<file path="src/sukt_pkg.sv">
// Package for the sorted unique key table.
// Operation and status codes, controller command/status structs, defaults.
// No dependencies.
package sukt_pkg;

	localparam int DEPTH_DEFAULT = 16;

	typedef enum logic [2:0] {
		OP_INSERT    = 3'd0,
		OP_SEARCH    = 3'd1,
		OP_DELETE    = 3'd2,
		OP_LIST_ASC  = 3'd3,
		OP_LIST_DESC = 3'd4,
		OP_CLEAR     = 3'd5
	} op_t;

	localparam logic [2:0] ST_OK       = 3'd0;
	localparam logic [2:0] ST_DUP      = 3'd1;
	localparam logic [2:0] ST_NOTFOUND = 3'd2;
	localparam logic [2:0] ST_EMPTY    = 3'd3;
	localparam logic [2:0] ST_FULL     = 3'd4;

	// controller -> datapath
	typedef struct packed {
		logic load;       // capture input transaction
		logic do_insert;  // shift up and write at lower slot
		logic do_delete;  // shift down over found slot
		logic do_clear;
		logic list_start; // set list index from direction
		logic list_step;  // advance list index
	} dp_cmd_t;

	// datapath -> controller
	typedef struct packed {
		logic empty;
		logic full;
		logic found;
		logic list_last;
	} dp_stat_t;

endpackage

</file>
<file path="src/sukt_datapath.sv">
// Datapath of the sorted unique key table: entry cells, compare chain, list index.
// Depends on sukt_pkg.
module sukt_datapath #(
	parameter int DEPTH = sukt_pkg::DEPTH_DEFAULT
) (
	input  logic              clk,
	input  logic              arst_n,
	input  sukt_pkg::dp_cmd_t cmd,
	output sukt_pkg::dp_stat_t stat,
	input  logic [2:0]        operation,
	input  logic [15:0]       key,
	input  logic [31:0]       name_tag,
	input  logic [31:0]       complaint_tag,
	output logic [2:0]        op_q_out,
	output logic [15:0]       sel_key,
	output logic [31:0]       sel_name,
	output logic [31:0]       sel_complaint
);
	localparam int IW = $clog2(DEPTH);
	localparam int CW = $clog2(DEPTH + 1);

	logic [15:0] key_q [DEPTH];
	logic [31:0] name_q [DEPTH];
	logic [31:0] cmp_q [DEPTH];
	logic [CW-1:0] count_q;
	logic [2:0]  op_q;
	logic [15:0] k_q;
	logic [31:0] n_q, c_q;
	logic [IW-1:0] idx_q;
	logic [IW-1:0] list_end;
	logic [IW-1:0] rd_idx;

	logic [DEPTH-1:0] lt, eq;
	logic [IW-1:0] found_idx;

	// per cell: valid and key below search key; equal match (one at most)
	always_comb begin
		found_idx = '0;
		for (int i = 0; i < DEPTH; i++) begin
			lt[i] = (i < count_q) && (key_q[i] < k_q);
			eq[i] = (i < count_q) && (key_q[i] == k_q);
			if (eq[i]) found_idx = IW'(i);
		end
	end

	assign stat.empty = (count_q == '0);
	assign stat.full  = (count_q == CW'(DEPTH));
	assign stat.found = |eq;
	assign list_end = (op_q == sukt_pkg::OP_LIST_ASC) ? IW'(count_q - CW'(1)) : '0;
	assign stat.list_last = (idx_q == list_end);

	always_ff @(posedge clk or negedge arst_n) begin
		if (!arst_n) begin
			count_q <= '0;
		end else if (cmd.do_clear) begin
			count_q <= '0;
		end else if (cmd.do_insert) begin
			count_q <= count_q + CW'(1);
		end else if (cmd.do_delete) begin
			count_q <= count_q - CW'(1);
		end
	end

	always_ff @(posedge clk) begin
		if (cmd.load) begin
			op_q <= operation;
			k_q  <= key;
			n_q  <= name_tag;
			c_q  <= complaint_tag;
		end
		if (cmd.list_start)
			idx_q <= (op_q == sukt_pkg::OP_LIST_ASC) ? '0 : IW'(count_q - CW'(1));
		else if (cmd.list_step)
			idx_q <= (op_q == sukt_pkg::OP_LIST_ASC) ? idx_q + IW'(1) : idx_q - IW'(1);
		else if (cmd.load)
			idx_q <= '0;
	end

	// insert: cell i takes new entry if it is the lower slot, shifts up if above it
	// delete: cells at or above the match take their upper neighbor
	always_ff @(posedge clk) begin
		for (int i = 0; i < DEPTH; i++) begin
			if (cmd.do_insert) begin
				if (!lt[i] && (i == 0 || lt[i-1])) begin
					key_q[i] <= k_q; name_q[i] <= n_q; cmp_q[i] <= c_q;
				end else if (i > 0 && !lt[i-1]) begin
					key_q[i] <= key_q[i-1]; name_q[i] <= name_q[i-1]; cmp_q[i] <= cmp_q[i-1];
				end
			end else if (cmd.do_delete && i < DEPTH - 1) begin
				if (lt[i] == 1'b0) begin
					key_q[i] <= key_q[i+1]; name_q[i] <= name_q[i+1]; cmp_q[i] <= cmp_q[i+1];
				end
			end
		end
	end

	// search reads the matching cell directly; listings read the list index
	assign rd_idx = (op_q == sukt_pkg::OP_SEARCH) ? found_idx : idx_q;

	assign op_q_out      = op_q;
	assign sel_key       = key_q[rd_idx];
	assign sel_name      = name_q[rd_idx];
	assign sel_complaint = cmp_q[rd_idx];
endmodule

</file>
<file path="src/sukt_ctrl.sv">
// Controller of the sorted unique key table: sequences operations, drives the output register.
// Depends on sukt_pkg.
module sukt_ctrl (
	input  logic               clk,
	input  logic               arst_n,
	input  logic               in_valid,
	output logic               in_stall,
	input  logic               out_stall,
	output logic               out_valid,
	input  logic [2:0]         op_q,
	input  sukt_pkg::dp_stat_t stat,
	output sukt_pkg::dp_cmd_t  cmd,
	output logic [2:0]         st_q,
	output logic               entry_q,
	output logic               last_q,
	output logic               cap
);
	typedef enum logic [2:0] {
		S_IDLE = 3'b001,
		S_EXEC = 3'b010,
		S_LIST = 3'b100
	} state_t;

	state_t state_q, state_d;
	logic out_free;

	assign out_free = !out_valid || !out_stall;
	assign in_stall = (state_q != S_IDLE);

	always_comb begin
		cmd = '0;
		state_d = state_q;
		cap = 1'b0;
		unique case (state_q)
			S_IDLE: begin
				cmd.load = in_valid;
				if (in_valid) state_d = S_EXEC;
			end
			S_EXEC: begin
				if (op_q > 3'(sukt_pkg::OP_CLEAR)) begin
					state_d = S_IDLE;
				end else if (out_free) begin
					cap = 1'b1;
					state_d = S_IDLE;
					case (op_q)
						sukt_pkg::OP_INSERT: cmd.do_insert = !stat.found && !stat.full;
						sukt_pkg::OP_DELETE: cmd.do_delete = stat.found;
						sukt_pkg::OP_CLEAR:  cmd.do_clear = 1'b1;
						sukt_pkg::OP_LIST_ASC, sukt_pkg::OP_LIST_DESC: begin
							cap = 1'b0;
							if (stat.empty) cap = 1'b1;
							else begin
								cmd.list_start = 1'b1;
								state_d = S_LIST;
							end
						end
						default: ;
					endcase
				end
			end
			S_LIST: begin
				if (out_free) begin
					cap = 1'b1;
					cmd.list_step = !stat.list_last;
					if (stat.list_last) state_d = S_IDLE;
				end
			end
			default: state_d = S_IDLE;
		endcase
	end

	always_ff @(posedge clk or negedge arst_n) begin
		if (!arst_n) begin
			state_q   <= S_IDLE;
			out_valid <= 1'b0;
		end else begin
			state_q <= state_d;
			if (cap) out_valid <= 1'b1;
			else if (!out_stall) out_valid <= 1'b0;
		end
	end

	always_ff @(posedge clk) begin
		if (cap) begin
			last_q  <= (state_q == S_LIST) ? stat.list_last : 1'b1;
			entry_q <= (state_q == S_LIST) ||
				(op_q == sukt_pkg::OP_SEARCH && stat.found);
			if (state_q == S_LIST) st_q <= sukt_pkg::ST_OK;
			else if (op_q == sukt_pkg::OP_CLEAR) st_q <= sukt_pkg::ST_OK;
			else if (op_q == sukt_pkg::OP_INSERT)
				st_q <= stat.found ? sukt_pkg::ST_DUP :
					stat.full ? sukt_pkg::ST_FULL : sukt_pkg::ST_OK;
			else if (stat.empty) st_q <= sukt_pkg::ST_EMPTY;
			else st_q <= stat.found ? sukt_pkg::ST_OK : sukt_pkg::ST_NOTFOUND;
		end
	end
endmodule

</file>
<file path="src/sorted_unique_key_table.sv">
// Sorted unique key table: top level joining controller and datapath.
// An insert/search/delete/clear is captured in the input registers, then evaluated
// in the compare chain and loaded into the output register; in_stall holds off new items
// until the controller is idle. A listing reads one cell per cycle while the output is not stalled.
// Reset (arst_n, async low) empties the table; entry cells are not cleared.
// Depends on sukt_pkg, sukt_ctrl, sukt_datapath.
module sorted_unique_key_table #(
	parameter int DEPTH = sukt_pkg::DEPTH_DEFAULT
) (
	input  logic        clk,
	input  logic        arst_n,
	input  logic        in_valid,
	output logic        in_stall,
	input  logic [2:0]  operation,
	input  logic [15:0] key,
	input  logic [31:0] name_tag,
	input  logic [31:0] complaint_tag,
	output logic        out_valid,
	input  logic        out_stall,
	output logic [2:0]  status,
	output logic [15:0] key_out,
	output logic [31:0] name_out,
	output logic [31:0] complaint_out,
	output logic        last
);
	sukt_pkg::dp_cmd_t  cmd;
	sukt_pkg::dp_stat_t stat;
	logic [2:0]  op_q;
	logic [15:0] sel_key;
	logic [31:0] sel_name, sel_complaint;
	logic        entry_q, cap;
	logic [15:0] key_q;
	logic [31:0] name_q, complaint_q;

	sukt_ctrl u_ctrl (
		.clk, .arst_n, .in_valid, .in_stall, .out_stall, .out_valid,
		.op_q, .stat, .cmd, .st_q(status), .entry_q, .last_q(last), .cap
	);

	sukt_datapath #(.DEPTH(DEPTH)) u_dp (
		.clk, .arst_n, .cmd, .stat, .operation, .key, .name_tag, .complaint_tag,
		.op_q_out(op_q), .sel_key, .sel_name, .sel_complaint
	);

	// Output payload register, loaded with the status in the same transaction.
	always_ff @(posedge clk) begin
		if (cap) begin
			key_q       <= sel_key;
			name_q      <= sel_name;
			complaint_q <= sel_complaint;
		end
	end

	// entries are zeroed for results that carry only a status
	assign key_out       = entry_q ? key_q : '0;
	assign name_out      = entry_q ? name_q : '0;
	assign complaint_out = entry_q ? complaint_q : '0;
endmodule
</file>
<file path="config.mk">
export PLATFORM = sky130hd
export DESIGN_NAME = sorted_unique_key_table
export DESIGN_NICKNAME = d
export VERILOG_FILES = /design/src/sukt_pkg.sv /design/src/sukt_datapath.sv /design/src/sukt_ctrl.sv /design/src/sorted_unique_key_table.sv
export SDC_FILE = /design/constraint.sdc
export NUM_CORES = 2
export LEC_CHECK = 0
export ABC_AREA = 1
export BUFFER_PORTS_ARGS = -buffer_cell sky130_fd_sc_hd__buf_4
export CAP_MARGIN = 25
export CORE_AREA = 2 2 572 403
export DETAILED_ROUTE_END_ITERATION = 10
export DIE_AREA = 0 0 574 405
export PLACE_DENSITY = 0.55
export SLEW_MARGIN = 15
export SYNTH_ARGS = -nofsm -noshare
export SYNTH_HDL_FRONTEND = slang
export SYNTH_HIERARCHICAL = 1
export SYNTH_SLANG_ARGS = --single-unit
</file>
<file path="constraint.sdc">
create_clock -name clk -period 6.33 [get_ports clk]
set_input_delay 0.633 -clock clk [delete_from_list [all_inputs] [get_ports clk]]
set_output_delay 0.633 -clock clk [all_outputs]
set_load 0.01 [all_outputs]
</file>
==> impl_metrics.json <==
{
  "cts_inserted_buffers": 169,
  "grt_pass1_wl_um": 559000,
  "setup_viol": 0,
  "yosysSeqAreaShare_pct": 47.3,
  "ys_ff_latch": 1461,
  "grt_pass1_vias": 80709,
  "tightest_slew_ps": 1380,
  "fin_crit_ps": 5600,
  "place_congestion": 0.917,
  "synth_simple_gate_area_share_pct": 21.6,
  "synth_nets": 11568,
  "switching_power_mw": 12.9,
  "mostFrequentLayoutCells": "nand2_1, nand3_1, o21ai_0, inv_1, edfxtp_1",
  "multi_input_area_um2": 39500,
  "slew_violations": 0,
  "dr.pass1.iters": 6,
  "rsz0062_at_grt": "false",
  "root_buffer": "clkbuf_16",
  "ctsHoldBuffers": 78,
  "peakVddDrop_mv": 0.274,
  "dieArea_um2": 232000,
  "viasPerCell": 6.15,
  "cts_tree": "done",
  "r2r_cells": 20,
  "stdcell_count": 14140,
  "r2r_slack_ps": 730,
  "ys_types": 56,
  "postCtsSetupRepairBufs": 0,
  "fp-row-count": 147,
  "total_power_mw": 33.7,
  "ys_async_sr_fraction_pct": 0.616,
  "max_slew_margin_pct": 8.07,
  "area_delta_synth_final_pct": 11.7,
  "hold_slack_ps": 65.0,
  "avgSynthCellArea_um2": 8.26,
  "port-buffer-count": 172,
  "antennaDiodeCount": 0,
  "final_core_util_pct": 45.4,
  "switching_share_pct": 38.4,
  "period_share_pct": 88.5,
  "rr_endpoint": "u_dp/name_q[8][11]",
  "whs_path_depth": 1,
  "path_class": "reg2reg",
  "synth_cells": 11218,
  "p_int_mw": 20.7,
  "synthMuxAreaShare_pct": 0,
  "dp.cells": 13772,
  "setup_tns_ps": 0,
  "power.share.clock_pct": 28.9,
  "skew_ps": 43.0,
  "finalHoldViolCount": 0,
  "status": "finished clean",
  "synth_compound_area_share_pct": 16.9,
  "drt_iter0_markers": 12766,
  "fin_nets": 11319,
  "drc_errors": 0,
  "vias": 87019,
  "routed_wl_um": 386000,
  "yosysWarnings": 6,
  "r2r_start": "u_dp/k_q[5]",
  "die_w_um": 574,
  "synth_top_family_by_area": "simple AND/OR/NAND/NOR gates",
  "insertion_delay_ps": 850,
  "initial_core_util_pct": 40.7,
  "layout-drive-gt1-share_pct": 7.80,
  "hold_class": "in2reg",
  "fmax_ghz": 0.179,
  "syn_area_um2": 92600,
  "fillers": 22201,
  "crit_fanout": 66,
  "clock_path_buffers": 4,
  "worst_ep_arrival_time_ps": 6130,
  "cts.sinks": 1461,
  "ioPinCount": 173,
  "seqCellArea_um2": 43800,
  "max_cap_viol_count": 0,
  "power.density_nw_per_um2": 325,
  "antenna_left": 0,
  "post-dp-hpwl_um": 226000,
  "synth_edf_count": 1452,
  "start_kind": "flop",
  "p_leak_nw": 43.8,
  "layout.cells.most_common": "nand2_1",
  "htree_num_levels": 4,
  "grt_max_degree": 193,
  "grt_overflow": 0,
  "grt_usage_pct": 32.2,
  "core_um2": 228000,
  "wl_per_cell_um": 27.3,
  "worst_setup_path_end_kind": "flop",
  "die_y_um": 405,
  "seqPwrFrac_pct": 36.7,
  "antenna_found_initial": 5,
  "clkTransAtPathRegs_ps": 60,
  "synthFlopType": "edfxtp_1",
  "combPwrFrac_pct": 34.4,
  "cts-resized-gates": 0,
  "worstPathRequired_ps": 6860,
  "synth_fa_ha_area_share_pct": 3.56,
  "min-delay-start": "key[5]",
  "synth_xor_area_share_pct": 0.0946,
  "holdPathEnd": "u_dp/k_q[5]"
}
-- state kept, by name, indices dropped and copies added (netlist names), 3 cells and up --
signal and flops:
complaint_q 32, u_ctrl/state_q 3, u_dp/idx_q 4, u_dp/key_q 256
u_dp/k_q 16, key_q 16, u_dp/op_q_out 3, u_dp/count_q 5
u_dp/c_q 32, u_ctrl/st_q 3, name_q 32, u_dp/cmp_q 512
u_dp/n_q 32, u_dp/name_q 512
-- Yosys cell counts, types with 12 or more instances --
library cell / number / area, um^2
a211oi_1: 12 / 90.1
a21oi_1: 126 / 631
buf_1: 64 / 240
buf_2: 99 / 495
buf_6: 76 / 856
clkbuf_1: 697 / 2620
edfxtp_1: 1452 / 43600
ha_1: 262 / 3280
inv_1: 1456 / 5470
nand2_1: 2375 / 8910
nand3_1: 1632 / 8170
nand3_2: 124 / 1240
nand3b_1: 68 / 510
nand4_1: 33 / 206
nor2_1: 163 / 612
nor3_1: 15 / 75.1
o211ai_1: 891 / 6690
o21ai_0: 1494 / 7480
o22ai_1: 85 / 532
-- layout make-up --
class / count / area share (%)
clock inverters: 90 / 0.723
repair buffers: 520 / 5.47
multi-input cells: 7351 / 38.2
flip-flops and latches: 1461 / 42.4
inverters: 1466 / 5.35
well taps: 3054 / 3.69
clock buffers: 198 / 4.23
-- stage by stage --
step | setup WS [ps] | cell area [um^2]
global route | 458 | 103000
floorplan | -158 | 92700
CTS | 877 | 103000
global placement | 829 | 97500
detailed placement | 888 | 97500
finish | 729 | 103000
-- power by group through the flow --
stage	Clock [mW]	Combinational (mW)	Sequential, mW
after floorplan	0	7.32	12.3
after global placement	0	11.0	12.5
after detailed placement	0	11.2	12.5
after CTS	9.85	11.3	12.3
after global routing	10.2	12.5	12.4
final	9.74	11.6	12.4
-- worst max-delay path, stage by stage, from the launching register on --
cell	delay (ps)
edfxtp_1	560
inv_1	580
buf_4	360
ha_1	280
nand2_1	80
nor2_1	90
nand4_1	100
inv_1	50
a31oi_1	150
inv_1	100
or4_1	660
inv_1	90
nand2_1	100
nor3_2	360
nor2_4	150
buf_4	210
nand2_4	120
buf_4	800
nand2_1	100
o211ai_1	120
o21ai_0	130
-- how the worst max path moves through the flow --
| stage | start | to | slack (ps) | cells after the start |
|---|---|---|---|---|
| floorplan | u_dp/k_q[11] | u_dp/cmp_q[4][0] | -160 | 19 |
| global placement | u_dp/k_q[5] | u_dp/name_q[8][11] | 830 | 20 |
| detailed placement | u_dp/k_q[5] | u_dp/cmp_q[8][2] | 890 | 20 |
| CTS | u_dp/k_q[5] | u_dp/name_q[8][11] | 880 | 20 |
| global route | u_dp/k_q[2] | u_dp/name_q[8][11] | 460 | 20 |
| finish | u_dp/k_q[5] | u_dp/name_q[8][11] | 730 | 20 |
-- routing by layer --
| layer | global-route usage, % | vias to the layer above | share of wire, % |
|---|---|---|---|
| met1 | 47.4 | 41789 | 42 |
| met4 | 10.3 | 11 | 3.5 |
| met5 | 0.207 | - | 0.028 |
| met3 | 6.94 | 811 | 13 |
| li1 | - | 38420 | - |
| met2 | 46.7 | 5988 | 41 |
-- logic make-up (layout without fill, tap and decap cells) --
group / Yosys count / count (layout)
AND/OR/NAND/NOR: 4440 / 4440
flip-flops: 1461 / 1461
AO/OA/AOI/OAI: 2638 / 2638
buffers and inverters: 2406 / 2274
XOR/XNOR: 10 / 10
adder cells (fa/ha/maj): 263 / 263
(Power assumes the default switching activity.)
